==> config.mk <==
export PLATFORM = sky130hd
export DESIGN_NAME = modbus_rtu_frame_delimiter_top
export DESIGN_NICKNAME = d
export VERILOG_FILES = /design/src/rtl/mrfd_pkg.sv /design/src/rtl/modbus_rtu_frame_delimiter_top.sv
export VERILOG_INCLUDE_DIRS = /design/src /design/src/rtl
export SDC_FILE = /design/constraint.sdc
export NUM_CORES = 1
export LEC_CHECK = 0
export BUFFER_PORTS_ARGS = -buffer_cell sky130_fd_sc_hd__buf_2
export CORE_ASPECT_RATIO = 0.6
export CORE_MARGIN = 10
export CORE_UTILIZATION = 23
export CTS_CLUSTER_SIZE = 14
export DETAILED_ROUTE_END_ITERATION = 10
export GPL_TIMING_DRIVEN = 0
export PLACE_DENSITY_LB_ADDON = 0.15
export SYNTH_ARGS = -nofsm -noshare
export SYNTH_HDL_FRONTEND = slang
export SYNTH_SLANG_ARGS = --single-unit
export TNS_END_PERCENT = 100
==> constraint.sdc <==
create_clock -name clk -period 4.3 [get_ports clk]
set_input_delay 0.215 -clock clk [delete_from_list [all_inputs] [get_ports clk]]
set_output_delay 0.215 -clock clk [all_outputs]
set_load 0.01 [all_outputs]
==> src/rtl/modbus_rtu_frame_delimiter_top_defines.svh <==
// assertion macros for the modbus rtu frame delimiter
// expects clk and arst_n in the scope where a macro is used
`ifndef MODBUS_RTU_FRAME_DELIMITER_TOP_DEFINES_SVH
`define MODBUS_RTU_FRAME_DELIMITER_TOP_DEFINES_SVH

// same-cycle implication, checked outside reset
`define MRFD_ASSERT_IMP(label, ante, cons, msg) \
	label: assert property (@(posedge clk) disable iff (!arst_n) (ante) |-> (cons)) \
		else $error(msg);

// next-cycle implication, checked outside reset
`define MRFD_ASSERT_NEXT(label, ante, cons, msg) \
	label: assert property (@(posedge clk) disable iff (!arst_n) (ante) |=> (cons)) \
		else $error(msg);

`endif

==> src/rtl/mrfd_pkg.sv <==
// shared types and constants for the modbus rtu frame delimiter
// no dependencies
package mrfd_pkg;

	// parser phases
	typedef enum logic [2:0] {
		PH_IDLE    = 3'd0,
		PH_HEAD    = 3'd1,
		PH_COUNT   = 3'd2,
		PH_PAYLOAD = 3'd3,
		PH_ECHO    = 3'd4,
		PH_EXC     = 3'd5,
		PH_CRC     = 3'd6
	} phase_t;

	// completion status codes
	typedef enum logic [2:0] {
		ST_OK            = 3'd0,
		ST_SHORT_HEADER  = 3'd1,
		ST_UNKNOWN_CODE  = 3'd2,
		ST_BAD_COUNT     = 3'd3,
		ST_SHORT_PAYLOAD = 3'd4,
		ST_SHORT_ECHO    = 3'd5,
		ST_BAD_EXCEPTION = 3'd6,
		ST_SHORT_CRC     = 3'd7
	} status_t;

	// input event kinds
	localparam logic REQ_BYTE = 1'b0;
	localparam logic REQ_GAP  = 1'b1;

	// configuration register indexes
	localparam logic [0:0] REG_DIRECTION_MODE = 1'd0;
	localparam logic [0:0] REG_BUFFER_LIMIT   = 1'd1;

	localparam logic [9:0] BUFFER_LIMIT_RESET = 10'd256;

	// function codes
	localparam logic [7:0] FC_READ_COILS     = 8'd1;
	localparam logic [7:0] FC_READ_DISCRETE  = 8'd2;
	localparam logic [7:0] FC_READ_HOLDING   = 8'd3;
	localparam logic [7:0] FC_READ_INPUT     = 8'd4;
	localparam logic [7:0] FC_WRITE_COIL     = 8'd5;
	localparam logic [7:0] FC_WRITE_REGISTER = 8'd6;
	localparam logic [7:0] FC_WRITE_COILS    = 8'd15;
	localparam logic [7:0] FC_WRITE_REGS     = 8'd16;
	localparam logic [7:0] EXC_FLAG          = 8'h80;

	// frame geometry
	localparam logic [7:0] HDR_LEN_REQ  = 8'd6;
	localparam logic [7:0] HDR_LEN_RSP  = 8'd2;
	localparam logic [9:0] CNT_RED_REQ  = 10'd10;
	localparam logic [9:0] CNT_RED_RSP  = 10'd5;
	localparam logic [8:0] FIXED_BODY   = 9'd6;
	localparam logic [8:0] CRC_LEN      = 9'd2;
	localparam logic [7:0] CRC_LEN_CNT  = 8'd2;

	// one input transaction
	typedef struct packed {
		logic       req_type;
		logic [7:0] data_byte;
	} item_t;

	// one result transaction
	typedef struct packed {
		logic [7:0] data_out;
		logic [8:0] byte_position;
		logic       frame_done;
		status_t    status;
		logic [8:0] frame_length;
		logic [7:0] phase_count;
	} result_t;

endpackage

==> src/rtl/modbus_rtu_frame_delimiter_top.sv <==
// modbus rtu frame delimiter: usage
// input channel item_valid/item_ready/item carries one event per transaction:
//   a received byte (req_type 0) or an inter-byte gap timeout (req_type 1)
// output channel result_valid/result_ready/result echoes each byte with its
//   position; frame_done marks the last byte or an error, with status,
//   frame_length and phase_count
// config channel cfg_valid/cfg_ready/cfg_index/cfg_wdata writes direction_mode
//   (index 0) and buffer_limit (index 1); cfg_ready is always high, and
//   writes are meant to happen only while no frame is in flight
// an accepted event passes through the input register, then the result
//   register, on its way to the result channel
// throughput: one event per cycle unless the result register stalls; the frame
//   state register updates in the cycle the event leaves the input register
// a gap while no frame is open makes no result
// a stalled receiver holds the result register, and the input register
//   fills behind it; item_ready drops once both are full
// reset clears the parser to idle, direction_mode to 0, buffer_limit to 256
// depends on mrfd_pkg and modbus_rtu_frame_delimiter_top_defines.svh
`include "modbus_rtu_frame_delimiter_top_defines.svh"

module modbus_rtu_frame_delimiter_top
	import mrfd_pkg::*;
(
	input  logic          clk,
	input  logic          arst_n,
	input  logic          item_valid,
	output logic          item_ready,
	input  item_t         item,
	output logic          result_valid,
	input  logic          result_ready,
	output result_t       result,
	input  logic          cfg_valid,
	output logic          cfg_ready,
	input  logic [0:0]    cfg_index,
	input  logic [9:0]    cfg_wdata
);

	// configuration registers
	logic       direction_mode_q;
	logic [9:0] buffer_limit_q;

	// frame state
	phase_t     phase_q, phase_d;
	logic [8:0] pos_q, pos_d;
	logic [7:0] pcnt_q, pcnt_d;
	logic [7:0] fc_q, fc_d;
	logic [8:0] body_end_q, body_end_d;

	// input stage and result register
	logic    s1_valid_q;
	item_t   item_s1;
	logic    result_valid_q;
	result_t result_q;

	logic    advance;
	logic    gap;
	logic    is_idle;
	logic [7:0] b;
	phase_t  cur_phase;
	logic [7:0] pcnt_inc;
	logic [8:0] pos_inc;
	logic [9:0] pos_p1;
	logic [7:0] fc_eff;
	logic [7:0] hlen;
	logic       head_end;
	logic [9:0] red;
	logic [9:0] cnt_sum;
	logic       count_ok;
	logic       payload_end;
	logic       crc_end;
	phase_t     hd_phase;
	logic       hd_fixed;
	logic       hd_unknown;
	logic       res_gen;
	logic       res_done;
	result_t    res_c;

	// handshake
	assign advance      = s1_valid_q && (!result_valid_q || result_ready);
	assign item_ready   = !s1_valid_q || advance;
	assign result_valid = result_valid_q;
	assign result       = result_q;
	assign cfg_ready    = 1'b1;

	// configuration writes
	always_ff @(posedge clk or negedge arst_n) begin
		if (!arst_n) begin
			direction_mode_q <= 1'b0;
			buffer_limit_q   <= BUFFER_LIMIT_RESET;
		end else if (cfg_valid) begin
			unique case (cfg_index)
				REG_DIRECTION_MODE: direction_mode_q <= cfg_wdata[0];
				REG_BUFFER_LIMIT:   buffer_limit_q   <= cfg_wdata;
				default: ;
			endcase
		end
	end

	// input register
	always_ff @(posedge clk or negedge arst_n) begin
		if (!arst_n) begin
			s1_valid_q <= 1'b0;
		end else if (item_valid && item_ready) begin
			s1_valid_q <= 1'b1;
		end else if (advance) begin
			s1_valid_q <= 1'b0;
		end
	end

	always_ff @(posedge clk) begin
		if (item_valid && item_ready) begin
			item_s1 <= item;
		end
	end

	// shared per-event terms
	assign gap       = (item_s1.req_type == REQ_GAP);
	assign b         = item_s1.data_byte;
	assign is_idle   = (phase_q == PH_IDLE);
	assign cur_phase = is_idle ? PH_HEAD : phase_q;
	assign pcnt_inc  = (is_idle ? 8'd0 : pcnt_q) + 8'd1;
	assign pos_inc   = pos_q + 9'd1;
	assign pos_p1    = {1'b0, pos_q} + 10'd1;
	assign fc_eff    = (pos_q == 9'd1) ? b : fc_q;
	assign hlen      = direction_mode_q ? HDR_LEN_RSP : HDR_LEN_REQ;
	assign head_end  = (pcnt_inc >= hlen);
	assign red       = direction_mode_q ? CNT_RED_RSP : CNT_RED_REQ;
	assign cnt_sum   = {2'b00, b} + red;
	assign count_ok  = (b != 8'd0) && (cnt_sum < buffer_limit_q);
	assign payload_end = (pos_p1 >= {1'b0, body_end_q});
	assign crc_end   = (pcnt_inc >= CRC_LEN_CNT);

	// function code decode at the end of the header
	always_comb begin
		hd_phase   = PH_CRC;
		hd_fixed   = 1'b0;
		hd_unknown = 1'b0;
		if (!direction_mode_q) begin
			unique case (fc_eff) inside
				FC_READ_COILS, FC_READ_DISCRETE, FC_READ_HOLDING, FC_READ_INPUT,
				FC_WRITE_COIL, FC_WRITE_REGISTER: begin
					hd_phase = PH_CRC;
					hd_fixed = 1'b1;
				end
				FC_WRITE_COILS, FC_WRITE_REGS: begin
					hd_phase = PH_COUNT;
				end
				default: begin
					hd_unknown = 1'b1;
				end
			endcase
		end else if ((fc_eff & EXC_FLAG) != 8'd0) begin
			hd_phase = PH_EXC;
		end else begin
			unique case (fc_eff) inside
				FC_READ_COILS, FC_READ_DISCRETE, FC_READ_HOLDING, FC_READ_INPUT: begin
					hd_phase = PH_COUNT;
				end
				FC_WRITE_COIL, FC_WRITE_REGISTER, FC_WRITE_COILS, FC_WRITE_REGS: begin
					hd_phase = PH_ECHO;
					hd_fixed = 1'b1;
				end
				default: begin
					hd_unknown = 1'b1;
				end
			endcase
		end
	end

	// result fields
	always_comb begin
		res_gen             = 1'b1;
		res_c.data_out      = b;
		res_c.byte_position = pos_q;
		res_c.frame_done    = 1'b0;
		res_c.status        = ST_OK;
		res_c.frame_length  = 9'd0;
		res_c.phase_count   = 8'd0;
		if (gap) begin
			res_gen             = !is_idle;
			res_c.data_out      = 8'd0;
			res_c.frame_done    = 1'b1;
			res_c.phase_count   = pcnt_q;
			unique case (phase_q)
				PH_HEAD:    res_c.status = ST_SHORT_HEADER;
				PH_COUNT:   res_c.status = ST_BAD_COUNT;
				PH_PAYLOAD: res_c.status = ST_SHORT_PAYLOAD;
				PH_ECHO:    res_c.status = ST_SHORT_ECHO;
				PH_EXC:     res_c.status = ST_BAD_EXCEPTION;
				PH_CRC:     res_c.status = ST_SHORT_CRC;
				default:    res_c.status = ST_OK;
			endcase
		end else begin
			unique case (cur_phase)
				PH_HEAD: begin
					if (head_end && hd_unknown) begin
						res_c.frame_done = 1'b1;
						res_c.status     = ST_UNKNOWN_CODE;
					end
				end
				PH_COUNT: begin
					if (!count_ok) begin
						res_c.frame_done  = 1'b1;
						res_c.status      = ST_BAD_COUNT;
						res_c.phase_count = b;
					end
				end
				PH_EXC: begin
					if (b == 8'd0) begin
						res_c.frame_done = 1'b1;
						res_c.status     = ST_BAD_EXCEPTION;
					end
				end
				PH_CRC: begin
					if (crc_end) begin
						res_c.frame_done   = 1'b1;
						res_c.frame_length = body_end_q + CRC_LEN;
					end
				end
				default: ;
			endcase
		end
		res_done = res_c.frame_done;
	end

	// next frame state
	always_comb begin
		phase_d    = phase_q;
		pos_d      = pos_q;
		pcnt_d     = pcnt_q;
		fc_d       = fc_q;
		body_end_d = body_end_q;
		if (!gap) begin
			phase_d = cur_phase;
			pos_d   = pos_inc;
			pcnt_d  = pcnt_inc;
			unique case (cur_phase)
				PH_HEAD: begin
					if (pos_q == 9'd1) begin
						fc_d = b;
					end
					if (head_end && !hd_unknown) begin
						phase_d = hd_phase;
						pcnt_d  = 8'd0;
						if (hd_fixed) begin
							body_end_d = FIXED_BODY;
						end
					end
				end
				PH_COUNT: begin
					if (count_ok) begin
						phase_d    = PH_PAYLOAD;
						pcnt_d     = 8'd0;
						body_end_d = pos_inc + {1'b0, b};
					end
				end
				PH_PAYLOAD, PH_ECHO: begin
					if (payload_end) begin
						phase_d = PH_CRC;
						pcnt_d  = 8'd0;
					end
				end
				PH_EXC: begin
					if (b != 8'd0) begin
						phase_d    = PH_CRC;
						pcnt_d     = 8'd0;
						body_end_d = pos_inc;
					end
				end
				default: ;
			endcase
		end
		// completion or error returns the parser to idle
		if (res_done) begin
			phase_d    = PH_IDLE;
			pos_d      = 9'd0;
			pcnt_d     = 8'd0;
			fc_d       = 8'd0;
			body_end_d = 9'd0;
		end
	end

	// frame state registers
	always_ff @(posedge clk or negedge arst_n) begin
		if (!arst_n) begin
			phase_q    <= PH_IDLE;
			pos_q      <= 9'd0;
			pcnt_q     <= 8'd0;
			fc_q       <= 8'd0;
			body_end_q <= 9'd0;
		end else if (advance) begin
			phase_q    <= phase_d;
			pos_q      <= pos_d;
			pcnt_q     <= pcnt_d;
			fc_q       <= fc_d;
			body_end_q <= body_end_d;
		end
	end

	// result register
	always_ff @(posedge clk or negedge arst_n) begin
		if (!arst_n) begin
			result_valid_q <= 1'b0;
		end else if (advance && res_gen) begin
			result_valid_q <= 1'b1;
		end else if (result_ready) begin
			result_valid_q <= 1'b0;
		end
	end

	always_ff @(posedge clk) begin
		if (advance && res_gen) begin
			result_q <= res_c;
		end
	end

	// checks on the parser
	`MRFD_ASSERT_IMP(a_open_result_clean, result_valid_q && !result_q.frame_done, result_q.status == ST_OK && result_q.frame_length == 9'd0 && result_q.phase_count == 8'd0, "open-frame result carries completion fields")
	`MRFD_ASSERT_NEXT(a_done_to_idle, advance && res_gen && res_done, phase_q == PH_IDLE && pos_q == 9'd0, "parser not idle after frame end")
	`MRFD_ASSERT_IMP(a_idle_counters, phase_q == PH_IDLE, pos_q == 9'd0 && pcnt_q == 8'd0 && body_end_q == 9'd0, "counters not cleared while idle")

endmodule

* Word-level counts from Yosys, hierarchy flattened
Cells that the tools add are included.
** Word-level totals
- Bits in registers :: 97
- Output and inout port bits :: 41
- Word-level logic and storage cells :: 145
** Operators by class
- Add/subtract/negate cells :: 6
- Magnitude comparators :: 4
- Equal/unequal tests :: 26
- Mux-type cells :: 58
- Bitwise gates (word level) :: 3
- Reduce and logical (&&, ||, !) cells :: 31
** Operator list (count)
- $mux W8 :: 14
- $mux W9 :: 8
- $mux W3 :: 11
- $pmux W8 S4 :: 1
- $pmux W9 S3 :: 1
- $eq A8 B3 Y1 const B :: 3
- $mux W4 :: 5
- $eq A3 B3 Y1 const B :: 6
- $pmux W3 S6 :: 1
- $eq A8 B2 Y1 const B :: 2
- $mux W1 :: 13
- $eq A3 B2 Y1 const B :: 4
- $ne A3 B3 Y1 const B :: 4
- $pmux W3 S4 :: 1
- $add A9 B1 Y10 const B :: 1
- $ge A10 B9 Y1 :: 1
- $lt A9 B10 Y1 :: 1
- $add A8 B4 Y9 :: 1
- $add A9 B1 Y9 const B :: 1
- $add A9 B2 Y9 const B :: 1
- $add A9 B8 Y9 :: 1
- $eq A9 B1 Y1 const B :: 1
- $pmux W3 S3 :: 1
- $add A8 B1 Y8 const B :: 1
- other kinds (26) :: 44

* Logic depth before layout (Yosys ltp)
Gate-level depths: netlist of run 1.
- Depth in word-level cells :: 13
- Mapped depth :: 17
- Gate-level depth less buffers :: 16

* Least setup slack after synthesis of run 1
No wires, ideal clock.
- Kind :: register to register
- Start point :: reg direction_mode_q
- End point :: reg pcnt_q[6]
- Setup time :: 0.126 ns
- Arrival :: 3.648 ns
- Data required time :: 4.174 ns
- Path slack :: 0.526 ns
- Cell stages (with the launch flop) :: 17
- Path buffers :: 1
- Clock period less this slack :: 3.774 ns
- Path through :: dfrtp_1 > ha_1 > fa_1 > a21o_1 > a21oi_1 > nor2_1 > xor2_1 > ha_1 > nand2_1 > a2111oi_0 > o41ai_1 > and2_1 > o21a_1 > a32oi_4 > buf_6 > nor4_1 > a221o_1
** Between the ends
- Word-level cells in the longest chain between the ends :: 9
** Ends and longest elaborated chain
- start, declared :: RTL line modbus_rtu_frame_delimiter_top.sv:39 : logic direction_mode_q;
- start signal, assigned :: RTL line modbus_rtu_frame_delimiter_top.sv:92 : REG_DIRECTION_MODE: direction_mode_q <= cfg_wdata[0];
- $mux W4 :: RTL line modbus_rtu_frame_delimiter_top.sv:127 : assign red = direction_mode_q ? CNT_RED_RSP : CNT_RED_REQ;
- $add A8 B4 Y9 :: RTL line modbus_rtu_frame_delimiter_top.sv:128 : assign cnt_sum = {2'b00, b} + red;
- $lt A9 B10 Y1 :: RTL line modbus_rtu_frame_delimiter_top.sv:129 : assign count_ok = (b != 8'd0) && (cnt_sum < buffer_limit_q);
- $logic_and A1 B1 Y1 :: RTL line modbus_rtu_frame_delimiter_top.sv:129
- $mux W4 :: RTL line modbus_rtu_frame_delimiter_top.sv:202 : if (!count_ok) begin
- $pmux W1 S4 :: RTL line modbus_rtu_frame_delimiter_top.sv:194 : unique case (cur_phase)
- $mux W4 :: RTL line modbus_rtu_frame_delimiter_top.sv:179 : if (gap) begin
- $ne A2 B1 Y1 (no line)
- $reduce_and A2 Y1 (no line)
- end signal, assigned :: RTL line modbus_rtu_frame_delimiter_top.sv:294 : pcnt_q <= pcnt_d;
- end, declared :: RTL line modbus_rtu_frame_delimiter_top.sv:45 : logic [7:0] pcnt_q, pcnt_d;
Several ways; a longest one is shown, not always the timed one. The select of a mux whose other input is x is not followed.
A chain may end at the register's enable or synchronous reset.

* Worst setup path in the final report of run 1
- Start point :: reg item_s1, in the netlist b[0]
- End point :: reg pcnt_q[6]
** Between the ends
- Word-level cells in the longest chain between the ends :: 12
** Ends and longest elaborated chain
- start, declared :: RTL line modbus_rtu_frame_delimiter_top.sv:51 : item_t item_s1;
- start signal, assigned :: RTL line modbus_rtu_frame_delimiter_top.sv:112 : item_s1 <= item;
- branches (longest 12 deep; another with $lt A9 B10 Y1)
Parallel ways; which one is timed is not known. The select of a mux whose other input is x is not followed.

==> results_dict.tcl, run 1 <==
set metrics [dict create \
    status "finished clean" \
    p_leak_uw 0.00301 \
    worstPathArrival_ns 4.35 \
    layout-drive-gt1-share 0.216 \
    busiest_layer "met1" \
    synthCells 559 \
    use_met3 0.0407 \
    required_ns 4.56 \
    syn_nets 625 \
    clockBufferDepth 2 \
    die_w_um 225 \
    final_nets 718 \
    antenna_found_initial 0 \
    synth_edf_count 47 \
    total_power_uw 4130 \
    p_clk_frac 0.243 \
    dpl.hpwl_um 13800 \
    grt_usage 0.117 \
    switching_power_uw 1610 \
    vias 4715 \
    finalHoldViolations 0 \
    max-slew-margin-rel 0.496 \
    p_int_uw 2520 \
    h-tree-depth 3 \
    crit_path_cell_trace "ha_1 > fa_1 > a21o_1 > a21oi_4 > nor2_1 > xor2_1 > ha_1 > nand2_1 > a2111oi_4 > o41ai_2 > and2_2 > o21a_1 > a32oi_4 > buf_12 > buf_6 > nor4_1 > a221o_1" \
    synth_flop_cell "dfrtp_1" \
    grt_pass1_vias 4695 \
    ys_seq_area_frac 0.457 \
    min_path_type "input port to flip-flop" \
    met2_usage 0.160 \
    routed_via_density 4.82 \
    synth_area_per_cell_um2 10.4 \
    grt_util_met1 0.169 \
    worst-setup-path-type "flip-flop to flip-flop" \
    clk_pin_slew_ns 0.07 \
    skew_ns 0.00828 \
    max-vdd-ir-drop_mv 0.298 \
    setup_viol 0 \
    synth_seq_cells 97 \
    power_frac_comb 0.429 \
    drt-total-wl_um 18200 \
    synthArstFlopShare 0.515 \
    boundaryPins 66 \
    finish.utilization 0.292 \
    max_freq_ghz 0.244 \
    power_frac_seq 0.328 \
    critPathLaunchType "flip-flop" \
    overflow 0 \
    yosysWarnings 0 \
    yosys.cell_types.count 70 \
    pwr_density_cell_nw_per_um2 576 \
    cp_slowest_stage_delay_ns 0.42 \
    grt_pass1_wl_um 28200 \
    num_rows 44 \
    worstSetupEndpointType "flip-flop" \
    crit_top_cell "ha_1" \
    clockRootBuffer "clkbuf_16" \
    cts_num_sinks 97 \
    avgRoutedWirePerCell_um 18.6 \
    slew_viol_final 0 \
    switching_share 0.391 \
    port_buffers 64 \
    drtPass1Iterations 7 \
    max-cap-violations 0 \
    cts_buffers 9 \
    n_antenna_cell 0 \
    yosys-top-cells-area "edfxtp_1, dfrtp_1, ha_1, a22o_1, nand2_1" \
    syn-cell-area_um2 5820 \
    drt_iter0_drc 342 \
    layout_min_cycle_time_ns 4.09 \
    area_growth_pct 23.3 \
    crit_slowest_cell "edfxtp_1" \
    worst_pin_slew_ns 0.755 \
    drtAntennaViolNets 0 \
    start_util 0.237 \
    synth_top_area_cell "edfxtp_1" \
    core-area_um2 24600 \
    period_share 0.951 \
    die_area_um2 32300 \
    whs_ns 0.0245 \
    routabilityCongestion 0.885 \
    die_h_um 143 \
    netlist.area_leader.share 0.242 \
    insertion_delay_ns 0.38 \
    cts_tree "done" \
    route.detailed.drc 0 \
    crit_fanout 10 \
    grt_max_degree 51 \
]
==> Yosys cell counts, drive strengths merged, types with 2 or more instances <==
cell,count
xnor2,18
buf,8
ha,39
nand2,46
nand4,3
nor4b,3
o211ai,2
and2,4
o2111ai,2
nor4,8
a32oi,5
or3,6
nor2,38
a221o,2
clkbuf,18
or2,2
nor3,14
fa,2
o2bb2ai,8
mux2i,4
a211oi,3
xor2,10
nor2b,13
nand2b,5
a22o,23
o22ai,3
inv,37
o21ai,33
nand3,18
a21o,8
a31oi,4
and3,5
o31ai,3
nand3b,2
edfxtp,47
a21oi,20
mux2,12
dfrtp,49
o21a,8
a31o,2
o221ai,2
o41ai,3
==> critical path, delay by kind of cell, from the launching register on <==
family	cells	cell delay [ns]
buf+inv	2	0.30
simple gates	4	0.46
compound gates	7	1.70
flops	1	0.42
xor+xnor	1	0.15
fa+ha+maj	3	0.95
==> placed cells by master, fill, tap and decap left out, types with 4 or more instances in the layout <==
| cell type | instances |
|---|---|
| inv_1 | 34 |
| o21ai_0 | 25 |
| mux2i_1 | 4 |
| a22o_1 | 23 |
| ha_1 | 39 |
| dfrtp_1 | 48 |
| o2bb2ai_1 | 8 |
| edfxtp_1 | 47 |
| clkbuf_16 | 9 |
| xnor2_1 | 18 |
| buf_2 | 66 |
| dlygate4sd3_1 | 7 |
| a31oi_1 | 4 |
| and3_1 | 5 |
| xor2_1 | 9 |
| nor2b_1 | 13 |
| mux2_2 | 12 |
| nand2b_1 | 5 |
| nor2_1 | 36 |
| o21a_1 | 8 |
| clkbuf_1 | 19 |
| nor4_1 | 5 |
| bufinv_16 | 4 |
| nand3_1 | 18 |
| a21oi_1 | 18 |
| or3_1 | 5 |
| nor3_1 | 14 |
| buf_4 | 14 |
| o21ai_1 | 5 |
| a21o_1 | 8 |
| nand2_1 | 44 |
| a32oi_1 | 4 |
==> power by group through the flow <==
| stage | sequential [µW] | clock [µW] | combinational (µW) |
|---|---|---|---|
| 2_1_floorplan | 1380 | 0 | 1090 |
| 3_3_place_gp | 1380 | 0 | 1620 |
| 3_5_place_dp | 1380 | 0 | 1670 |
| 4_1_cts | 1360 | 1040 | 1730 |
| 5_1_grt | 1380 | 1080 | 1960 |
| 6_report | 1360 | 1010 | 1770 |
==> cells by family (layout without fill, tap and decap cells) <==
group,Yosys count,after routing,share of synthesized area
adders and majority gates,41,41,0.0907
buffers and inverters,63,161,0.0451
AOI/OAI and AO/OA,142,142,0.179
DFF,97,97,0.457
other,1,1,0.000644
muxes,16,16,0.0301
xor gates and xnor gates,28,28,0.0421
and+or+nand+nor,171,171,0.155
==> flip-flops by register name, summed over array words and instances, names as in the netlist <==
signal,count
result,38
buffer_limit_q,10
body_end_q,9
pos_q,9
b,8
fc_q,8
pcnt_q,8
phase_q,3
direction_mode_q,1
gap,1
result_valid,1
s1_valid_q,1
==> final timing paths <==
check	from	end	slack, ns	cells past startpoint
worst max-delay path	b[0]	pcnt_q[6]	0.21	17
worst max register to register	b[0]	pcnt_q[6]	0.21	17
worst min register to register	pos_q[2]	result[23]	0.47	0
max in group asynchronous	arst_n	direction_mode_q	3.31	2
min in group asynchronous	arst_n	pos_q[1]	0.43	2
worst min-delay path	item[0]	b[0]	0.02	1
==> layout make-up <==
class / count / area [µm²]
buffer: 26 / 124
clock buffer: 10 / 229
clock inverter: 6 / 138
fill: 2569 / 17400
inverter: 37 / 143
multi-input combinational: 399 / 2970
sequential: 97 / 2670
tap: 322 / 403
timing repair buffer: 82 / 508
==> stage by stage <==
stage               instances  TNS [ns]  setup WS (ns)  instance area (µm²)
floorplan                 559         0          0.526                 5820
global placement          945     -9.44         -0.474                 6550
detailed placement        946     -8.97         -0.424                 6580
CTS                       973         0         0.0405                 7090
global route              979   -0.0163       -0.00837                 7180
finish                    979         0          0.210                 7180
==> layer usage <==
layer | share of wire | vias to the layer above
met5 | 0 | -
met1 | 0.52 | 2329
met4 | 0.0099 | 0
met3 | 0.072 | 12
li1 | - | 2241
met2 | 0.39 | 133
==> timing repair <==
item / CTS / global route
setup buffers: 5 / 5
setup endpoints to repair: 38 / 38
endpoints found under the hold margin: 6 / 49
pin swaps: 1 / 0
hold buffers: 6 / 1
cloned: 0 / 0
gates resized for setup: 8 / 7
Power figures use the tool's default switching activity.
==> run 2: changes to the inputs <==
--- a/config.mk
+++ b/config.mk
@@ -9,6 +9,7 @@
 export BUFFER_PORTS_ARGS = -buffer_cell sky130_fd_sc_hd__buf_2
 export CORE_ASPECT_RATIO = 0.6
-export CORE_MARGIN = 10
+export CORE_MARGIN = 8
 export CORE_UTILIZATION = 23
+export CTS_CLUSTER_DIAMETER = 50
 export CTS_CLUSTER_SIZE = 14
 export DETAILED_ROUTE_END_ITERATION = 10
==> constraint.sdc (replaced) <==
create_clock -name clk -period 4.3 [get_ports clk]
set_input_delay 0.215 -clock clk [delete_from_list [all_inputs] [get_ports clk]]
set_output_delay 0.215 -clock clk [all_outputs]
set_load 0.05 [all_outputs]
==> run 2 against run 1 <==
Net effect: largest power group unchanged; sequential power is essentially flat; hold slack better by 0.0034 ns; wire length down 2.3%; combinational power rose by 14%; critical path depth down 1; flip-flop and latch count did not move; highest routed layer unchanged.
==> results_dict.tcl, run 2 (synthesis results as in run 1) <==
set metrics [dict create \
    cts_num_sinks 97 \
    slew_viol_final 0 \
    num_rows 45 \
    largest_reg_flops 38 \
    dp.cells 953 \
    multi_input_area_um2 2970 \
    worst_pin_slew_ns 0.726 \
    routabilityCongestion 0.824 \
    boundaryPins 66 \
    crit_slowest_cell "dfrtp_2" \
    skew_ns 0.0114 \
    max-cap-violations 0 \
    min_path_type "input port to flip-flop" \
    drtPass1Iterations 4 \
    critPathLaunchType "flip-flop" \
    worstSetupStartpoint "direction_mode_q" \
    max-vdd-ir-drop_mv 0.183 \
    drt-total-wl_um 17800 \
    grt_util_met1 0.171 \
    h-tree-depth 3 \
    crit_top_cell "ha_1" \
    whs_ns 0.0279 \
    crit_fanout 8 \
    route.detailed.drc 0 \
    pwr_density_cell_nw_per_um2 597 \
    total_power_uw 4200 \
    port_buffers 64 \
    max_freq_ghz 0.243 \
    cp_slowest_stage_delay_ns 0.46 \
    worst-setup-path-type "flip-flop to flip-flop" \
    cts_buffers 9 \
    grt_usage 0.116 \
    r2r_slack_ns 0.19 \
    finish.utilization 0.281 \
    core-area_um2 25100 \
    routed_via_density 4.72 \
    placed_cell_area_um2 6590 \
    insertion_delay_ns 0.36 \
    mostFrequentLayoutCells "buf_2, dfrtp_1, edfxtp_1, nand2_1, ha_1" \
    dpl.hpwl_um 13700 \
    grt_pass1_wl_um 27900 \
    cts_tree "done" \
    clockBufferDepth 2 \
    worstSetupEndpointType "flip-flop" \
    r2r-start "direction_mode_q" \
    finalHoldViolations 0 \
    die_h_um 139 \
    overflow 0 \
    grt_max_degree 51 \
    required_ns 4.54 \
    p_leak_uw 0.00294 \
    drtAntennaViolNets 0 \
    vias 4611 \
    die_w_um 221 \
    hold_start "item[4]" \
    avgRoutedWirePerCell_um 18.2 \
    worstPathArrival_ns 4.35 \
    drt_iter0_drc 372 \
    clockRootBuffer "clkbuf_16" \
    status "finished clean" \
    setup_viol 0 \
    busiest_layer "met1" \
    crit_path_cell_trace "ha_1 > fa_1 > a21o_1 > a21oi_4 > nor2_1 > xor2_1 > ha_1 > nand2_1 > a2111oi_4 > o41ai_4 > and2_2 > o21a_1 > a32oi_4 > buf_4 > o21ai_2 > a22o_1" \
    start_util 0.232 \
    antenna_found_initial 0 \
    max-slew-margin-rel 0.516 \
    final-seq-area_um2 2670 \
    layout-drive-gt1-share 0.213 \
    final_cell_count_no_fill 977 \
    final_nets 709 \
    n_antenna_cell 0 \
    grt_pass1_vias 4747 \
    use_met3 0.0363 \
    area_growth_pct 20.8 \
    met2_usage 0.161 \
    clk_pin_slew_ns 0.07 \
    period_share 0.956 \
    stdcell_area_um2 7030 \
    die_area_um2 30800 \
    num-fill-cells 2602 \
    layout_min_cycle_time_ns 4.11 \
    final_common_cell "buf_2" \
]
## run 2: where the power goes
group,total (µW),switching [µW],internal [µW]
registers,1360,150,1210
clock network,827,369,458
logic,2010,1350,666
total,4200,1870,2330
## run 2: final timing paths
check	end	cells after the start
hold / removal	b[4]	1
setup / recovery	fc_q[5]	16
setup reg to reg	fc_q[5]	16
max in group asynchronous	direction_mode_q	2
min in group asynchronous	pos_q[1]	2
hold reg to reg	result[23]	0
## run 2: through the flow
step	setup WS [ns]	TNS [ns]
after floorplan	0.526	0
after CTS	0.00785	0
after global routing	-0.00338	-0.00338
final	0.187	0
after detailed placement	-0.609	-16.13
after global placement	-0.511	-9.61
## run 2: timing repair
action,4_1_cts,5_1_grt
hold buffers,0,1
setup buffers,4,3
hold endpoints to repair,0,49
resized for setup,7,8
setup endpoints to repair,38,36
pin swaps,1,3
gates cloned,0,0
## run 2: final cells by class
cell class / instances / share of cell area
clock buffers: 12 / 0.0395
repair buffers: 73 / 0.0592
flip-flops and latches: 97 / 0.379
inverters: 37 / 0.0203
well taps: 329 / 0.0585
multi-input cells: 399 / 0.423
clock inverters: 4 / 0.00320
plain buffers: 26 / 0.0176
## run 2: layer usage
| metal | up-vias | routed length, µm |
|---|---|---|
| met5 | - | 0 |
| met4 | 0 | 200 |
| met3 | 14 | 1090 |
| met2 | 114 | 7040 |
| met1 | 2255 | 9430 |
| li1 | 2228 | - |
## run 2: worst max-delay path, delay by kind of cell (launching register included)
family	cells	cell delay, ns
AO/OA/AOI/OAI	8	1.87
adder cells (fa/ha/maj)	3	0.93
flip-flops	1	0.46
AND/OR/NAND/NOR	3	0.40
buffers and inverters	1	0.19
XOR/XNOR	1	0.14
